## config.mk

```make
export PLATFORM = sky130hd
export DESIGN_NAME = dptt_front
export DESIGN_NICKNAME = d
export VERILOG_FILES = /design/src/hw/rtl/dptt_pkg.sv /design/src/hw/rtl/dptt_front.sv
export SDC_FILE = /design/constraint.sdc
export NUM_CORES = 1
export LEC_CHECK = 0
export BUFFER_PORTS_ARGS = -buffer_cell sky130_fd_sc_hd__buf_2
export CAP_MARGIN = 0
export CORE_UTILIZATION = 35
export CTS_CLUSTER_DIAMETER = 120
export DETAILED_ROUTE_END_ITERATION = 16
export PLACE_DENSITY = 0.6
export SLEW_MARGIN = 20
export SYNTH_ARGS = -nofsm -noshare
export SYNTH_HDL_FRONTEND = slang
export SYNTH_SLANG_ARGS = --single-unit
```

## constraint.sdc

```tcl
create_clock -name clk -period 14.8 [get_ports clk]
set_input_delay 2.22 -clock clk [delete_from_list [all_inputs] [get_ports clk]]
set_output_delay 2.22 -clock clk [all_outputs]
set_load 0.02 [all_outputs]
```

## src/hw/rtl/dptt_pkg.sv

```systemverilog
// dptt_pkg: shared types, codes and constants of the depth-preferred transposition table
// used by dptt_front, dptt_back and the top level; depends on nothing else

package dptt_pkg;

	// table geometry default
	localparam int unsigned INDEX_BITS_DEFAULT = 12;

	// distance from a mate bound inside which a score counts as a mate score
	localparam int MATE_MARGIN = 100;

	// reset values of the mate bounds
	localparam logic signed [15:0] LOSE_SCORE_RESET = -16'sd32000;
	localparam logic signed [15:0] WIN_SCORE_RESET  = 16'sd32000;

	// configuration register indexes
	localparam logic CFG_LOSE_SCORE = 1'b0;
	localparam logic CFG_WIN_SCORE  = 1'b1;

	// request function codes
	localparam logic [1:0] FUNC_STORE = 2'd0;
	localparam logic [1:0] FUNC_PROBE = 2'd1;
	localparam logic [1:0] FUNC_CLEAR = 2'd2;

	// response status codes
	localparam logic [1:0] RSP_MISS    = 2'd0;
	localparam logic [1:0] RSP_HIT     = 2'd1;
	localparam logic [1:0] RSP_SHALLOW = 2'd2;
	localparam logic [1:0] RSP_DONE    = 2'd3;

	// classified operation handed from front to back
	typedef enum logic [1:0] {
		OP_STORE,
		OP_PROBE,
		OP_CLEAR,
		OP_NOP
	} op_t;

	// back-end sequencer states
	typedef enum logic [1:0] {
		ST_CLEAR,
		ST_IDLE,
		ST_EXEC
	} state_t;

	// one queued command
	typedef struct packed {
		op_t                op;
		logic [63:0]        key;
		logic [6:0]         depth;
		logic [1:0]         flag;
		logic signed [15:0] score;
		logic [31:0]        mv;
		logic [7:0]         ply;
	} cmd_t;

	// one table entry as held in memory
	typedef struct packed {
		logic [63:0]        key;
		logic [6:0]         depth;
		logic signed [15:0] score;
		logic [1:0]         flag;
		logic [31:0]        mv;
	} entry_t;

	// one response
	typedef struct packed {
		logic [1:0]         status;
		logic [1:0]         flag;
		logic signed [15:0] score;
		logic [31:0]        mv;
	} rsp_t;

	// status from back end to front end
	typedef struct packed {
		logic init_busy;
	} back_status_t;

endpackage

```

## src/hw/rtl/dptt_front.sv

```systemverilog
// dptt_front: request acceptance, function decode and two-entry command queue
// depends on dptt_pkg

module dptt_front (
	input  logic                  clk,
	input  logic                  arst_n,
	input  logic                  req_valid,
	output logic                  req_ready,
	input  logic [1:0]            func,
	input  logic [63:0]           position_key,
	input  logic [6:0]            search_depth,
	input  logic [1:0]            bound_flag,
	input  logic signed [15:0]    score_in,
	input  logic [31:0]           move_in,
	input  logic [7:0]            ply_distance,
	input  dptt_pkg::back_status_t back_status,
	output logic                  cmd_valid,
	output dptt_pkg::cmd_t        cmd,
	input  logic                  cmd_pop
);

	localparam int unsigned QDEPTH = 2;
	localparam int unsigned PTR_W  = $clog2(QDEPTH);

	dptt_pkg::cmd_t     q_mem_q [QDEPTH];
	logic [PTR_W-1:0]   wr_ptr_q;
	logic [PTR_W-1:0]   rd_ptr_q;
	logic [PTR_W:0]     count_q;
	dptt_pkg::cmd_t     cmd_new;
	logic               push;

	// decode the function code
	always_comb begin
		cmd_new       = '0;
		cmd_new.key   = position_key;
		cmd_new.depth = search_depth;
		cmd_new.flag  = bound_flag;
		cmd_new.score = score_in;
		cmd_new.mv    = move_in;
		cmd_new.ply   = ply_distance;
		unique case (func)
			dptt_pkg::FUNC_STORE: begin
				cmd_new.op = dptt_pkg::OP_STORE;
			end
			dptt_pkg::FUNC_PROBE: begin
				cmd_new.op = dptt_pkg::OP_PROBE;
			end
			dptt_pkg::FUNC_CLEAR: begin
				cmd_new.op = dptt_pkg::OP_CLEAR;
			end
			default: begin
				cmd_new.op = dptt_pkg::OP_NOP;
			end
		endcase
	end

	// no transaction taken while the table is swept after reset
	assign req_ready = (count_q != (PTR_W+1)'(QDEPTH)) && !back_status.init_busy;
	assign push      = req_valid && req_ready;
	assign cmd_valid = (count_q != '0);
	assign cmd       = q_mem_q[rd_ptr_q];

	// queue storage
	always_ff @(posedge clk) begin
		if (push) begin
			q_mem_q[wr_ptr_q] <= cmd_new;
		end
	end

	// queue pointers and fill level
	always_ff @(posedge clk or negedge arst_n) begin
		if (!arst_n) begin
			wr_ptr_q <= '0;
			rd_ptr_q <= '0;
			count_q  <= '0;
		end else begin
			if (push) begin
				wr_ptr_q <= wr_ptr_q + 1'b1;
			end
			if (cmd_pop) begin
				rd_ptr_q <= rd_ptr_q + 1'b1;
			end
			if (push && !cmd_pop) begin
				count_q <= count_q + 1'b1;
			end else if (!push && cmd_pop) begin
				count_q <= count_q - 1'b1;
			end
		end
	end

endmodule

```

# Yosys cells after proc, flatten, opt, wreduce, memory -nomap -nowiden
# Memories as Yosys holds them, arrays and structs flattened.
# Cells that the tools add are included.
dict set report totals {
  out_inout_bits 133
  elab_cells 26
  ramBits 262
  regBits 4
  n_memories 1
  input_bits 136
}
# name depth word_bits read_ports rd_ports_with_merged_regs write_ports line_no
set mem_list {}
lappend mem_list {q_mem_q 2 131 1 0 1 dptt_front.sv:25} ;# dptt_pkg::cmd_t q_mem_q [QDEPTH];
dict set report op_classes {
  n_eq_ne 3
  reduce_logical 10
  mux 5
  addsub 4
}
# operator n
set ops {}
lappend ops {{one-hot mux 2 bit (3 select lines)} 1}
lappend ops {{logical AND 1 bit} 4}
lappend ops {{two-way mux 2 bit} 2}
lappend ops {{nonzero test 2 bit} 2}
lappend ops {{zero test 1 bit} 3}
lappend ops {{adder 1 bit, second input constant} 2}
lappend ops {{adder 2 x 1 -> 2 bit, second input constant} 1}
lappend ops {{== test 2 x 1 -> 1 bit, second input constant} 1}
lappend ops {{== test 2 bit, second input constant} 1}
lappend ops {{zero test 2 bit} 1}
lappend ops {{two-way mux 1 bit} 2}
lappend ops {{!= test 2 bit, second input constant} 1}
lappend ops {{subtractor 2 x 1 -> 2 bit, second input constant} 1}

# Logic depth before layout (Yosys ltp)
dict set report depth {
  ltp_word 7
  mapped_depth 6
  mapped_depth_nobuf 6
}

# Least setup slack after synthesis
# Ideal clock, no wire load.
dict set report synth_timing {
  path_type {input port to flip-flop}
  startpoint {in back_status}
  endpoint {mem q_mem_q[0][0] (netlist bit) (enable)}
  required_time_ps 14162
  setup_ps 638
  path_stages 2
  slack_ps 5916
  arrival_time_ps 8246
  path_buffers 0
  cell_sequence {nor3b_4 > nor2b_1}
}
dict set report synth_between {
  elab_chain_cells 5
}
# element line_no
set synth_lines {}
lappend synth_lines {{start: declaration} dptt_front.sv:16} ;# input dptt_pkg::back_status_t back_status,
lappend synth_lines {{zero test 1 bit} dptt_front.sv:58} ;# assign req_ready = (count_q != (PTR_W+1)'(QDEPTH)) && !back_status.init_busy;
lappend synth_lines {{logical AND 1 bit} dptt_front.sv:58}
lappend synth_lines {{logical AND 1 bit} dptt_front.sv:59} ;# assign push = req_valid && req_ready;
lappend synth_lines {{two-way mux 1 bit} dptt_front.sv:65} ;# if (push) begin
lappend synth_lines {{two-way mux 1 bit (not written as such)} dptt_front.sv:66} ;# q_mem_q[wr_ptr_q] <= cmd_new;
lappend synth_lines {{end: declaration} dptt_front.sv:25}
# Every way passes these cells.

# Worst setup path after layout
dict set report layout_timing {
  startpoint {in back_status}
  endpoint {out req_ready}
}
dict set report layout_between {
  elab_chain_cells 2
}
# element line_no
set layout_lines {}
lappend layout_lines {{zero test 1 bit} dptt_front.sv:58}
lappend layout_lines {{logical AND 1 bit} dptt_front.sv:58}
lappend layout_lines {{end: declaration} dptt_front.sv:8} ;# output logic req_ready,
# Every way passes these cells.

==> results.txt <==
The flow ran to the end, and the final reports show no timing, DRC or antenna violations. The number of hold violations in the final report is 0. The clock edge transition at the registers on the reported setup and hold paths is 0.06 ns. The remaining antenna violation count is 0. For this configuration, the core starts out at a cell density of 0.358. The post-CTS setup repair buffer count came out at 0. The most critical setup path has its endpoint at req_ready. The total number of placement rows came out at 61. The final weighted congestion in routability-driven placement came out at 0.722.

The part of the total power dissipated in sequential elements is 0.420. At the pin with the least slew margin, the transition time is 1.04 ns. The depth of the critical timing path with buffers and inverters included came out at 3.

The number of antenna violations at the first check in global routing came out at 4. The min-delay analysis places its worst path in the category reg -> reg. VDD sags by at most 0.000126 V.

The most critical setup path has its startpoint at back_status. After synthesis the netlist holds a flip-flop and latch count of 266. The length of the first detailed-routing pass in iterations is 4.

The die area came out at 29,300 um^2. The number of buffers and inverters on the critical path is 2. The post-detailed-route wirelength per cell came out at 16.4 um. The time the final worst path needs with I/O delays and setup is 4.81 ns.

The final-report setup violation count is 0. The internal power consumption is 1620 uW. The fill cell total of the finished layout is 2,445.

For this run, the total global-route usage over all layers was measured as 0.118. The number of warnings reported in the yosys synthesis log is 0. The total core area came out at 27,900 um^2. The total congestion overflow after global routing is 0. The net switching fraction of the power came out at 0.300. The overall routed net length is 18,300 um. The setup path with the least slack is of type in -> out.

The endpoint identified for the worst register-to-register timing path is q_mem_q[1][18]. Headroom to the max-slew limit came out at 0.307. The post-synthesis net count is 565. The synthesis-to-layout area growth came out at 25.4%. The remaining design rule violation count came out at 0. The via count of the first global-routing pass is 5,107. The sum of net half-perimeters after detailed placement came out at 12,200 um.

The die outline height is 171 um. The net switching power figure came out at 694 uW. The worst setup skew after layout came out at 0.00675 ns. In the layout the commonest cells are 268 x buf_2, 262 x edfxtp_1, 80 x mux2_4, 51 x mux2_2, 27 x clkbuf_16. The worst path arrival time is 2.59 ns. The root buffer cell chosen for the clock tree is clkbuf_16. The length in cells of the worst reg-to-reg path is 4. The kind of end point of the critical path is a primary output. The most frequent standard cell in the layout excluding fill and tap cells is buf_2. The routed via count divided by cell count is 4.35.

Setup slack on the worst reg-to-reg path comes out at 11.88 ns. The standby leakage power is 0.00484 uW. The maximum achievable frequency came out at 208 MHz.

The max-slew violation total from the final report is 0. Setup repair after global routing left no endpoint under its margin. Measured along the x axis, the die boundary spans 171 um.

The dominant delay contributor by cell family on the critical path is buffers and inverters. In this run the mean area of a mapped cell was 23.4 um^2. The reg-to-reg critical path startpoint is count_q[1]. The first global-routing pass estimated 26,500 um of wire. Dividing total power by cell area gives a power density of 184 nW/um^2. The largest net degree at the start of global routing came out at 69. STA classifies the critical path startpoint as an input pin. After synthesis, the netlist uses 17 different library cells. The largest individual stage delay along the critical path comes from the cell buf_2.

The maximum root-to-sink buffer count came out at 3. In this run the number of H-tree levels came out at 1. The number of top-level pins is 269. The total design power is 2310 uW. The data required time at the worst endpoint came out at 12.58 ns. The number of instances resized during post-cts repair is 0. Sorting the synthesized cells by area gives the leading types as edfxtp_1 79%, mux2_4 12%, mux2_2 5.7%. The detailed router finished its first iteration with 219 violations. The power share of the clock group came out at 0.270. The share of layout cells above drive strength 1 is 0.610. The combinational power share came out at 0.310.

Of all cell types, the one taking the most synthesized area is edfxtp_1. The hold buffer count at CTS came out at 0. In the finished design, the share of the clock period the worst path needs comes to 0.325. The insertion delay to the later sink of the worst-skew pair came out at 0.51 ns.

The max-capacitance violation count came out at 0. The highest fanout seen on the critical path came out at 2. In this design, the critical path's most frequently occurring cell is buf_2. The number of buffers created by CTS is 27. Port buffering added 268 buffers. TritonCTS built the clock tree. The synthesized cell area came out at 10,000 um^2. The share of the synthesized area in the top cell type is 0.786. The number of cells produced by synthesis is 428. In this design, the stage delay of the slowest critical-path cell is 0.16 ns.

The signal on the critical path passes through buf_2 -> nor2_1 -> buf_2. The sequential area share after synthesis is 0.796. The sink count of the clock tree came out at 266.

At the end of the flow, the number of nets in the layout was 850. The final setup TNS is 0 ns. The via count of the routed design is 4,840.
-- final cells by class --
class,count,area (um^2),share of cell area
antenna,1,2.50,0.000199
clock buffer,37,743,0.0592
clock inverter,12,82.6,0.00658
inverter,1,3.75,0.000299
multi-input combinational,144,1890,0.151
sequential,266,7970,0.635
tap,378,473,0.0377
timing repair buffer,273,1380,0.110
-- cell families after synthesis --
family | Yosys count | share of synthesized area
adder cells (fa/ha/maj) | 1 | 0.00125
multiplexers | 131 | 0.177
XOR/XNOR | 5 | 0.00438
AND/OR/NAND/NOR | 7 | 0.00513
flip-flops | 266 | 0.796
buffers and inverters | 18 | 0.0153
-- flip-flops by register name (all words and copies together), names as in the netlist --
signal / flops
rd_ptr_q: 1
count_q: 2
wr_ptr_q: 1
q_mem_q: 262
-- cells in the mapped netlist (all sizes together) --
cell type,number
or2,1
xor2,4
nor3b,1
mux2,131
and2,1
buf,15
nor2,2
clkbuf,2
inv,1
nor2b,2
dfrtp,4
ha,1
edfxtp,262
xnor2,1
-- worst min-delay path by stage --
stage                    start    endpoint  depth (start not counted)
global placement    count_q[1]  count_q[1]                          1
CTS                 count_q[1]  count_q[1]                          1
global route        count_q[1]  count_q[1]                          1
finish              count_q[1]  count_q[1]                          1
floorplan           count_q[1]  count_q[1]                          1
detailed placement  count_q[1]  count_q[1]                          1
-- worst register-to-register path, cell delays in order, from the launching register on --
cell     delay, ns
dfrtp_1       0.40
nor2b_1       0.17
nor3b_4       0.25
and2_4        0.75
buf_4         0.89
-- routing by layer --
layer	vias to the layer above	track usage	part of all wire
met3	38	0.0463	0.096
met5	-	0	0.0019
met1	2326	0.141	0.41
met4	6	0.0342	0.021
met2	194	0.195	0.47
li1	2276	-	-
-- power by group through the flow --
stage	registers, uW	clock network, uW	logic [uW]
after CTS	972	649	733
after detailed placement	988	0	731
after floorplan	986	0	554
after global routing	979	673	765
final	971	625	717
after global placement	982	0	723
-- metrics by stage --
step / hold slack, ns / utilization / setup WS [ns] / cell area (um^2) / cells
3_5_place_dp: 0.478 / 0.420 / 9.98 / 11700 / 1062
3_3_place_gp: 0.469 / 0.420 / 9.98 / 11700 / 1062
2_1_floorplan: 0.447 / - / 5.92 / 10000 / 428
5_1_grt: 0.536 / 0.449 / 9.88 / 12500 / 1111
6_report: 0.490 / 0.449 / 9.99 / 12500 / 1112
4_1_cts: 0.490 / 0.449 / 9.94 / 12500 / 1111
No activity file was read; power rests on OpenSTA's default activity.
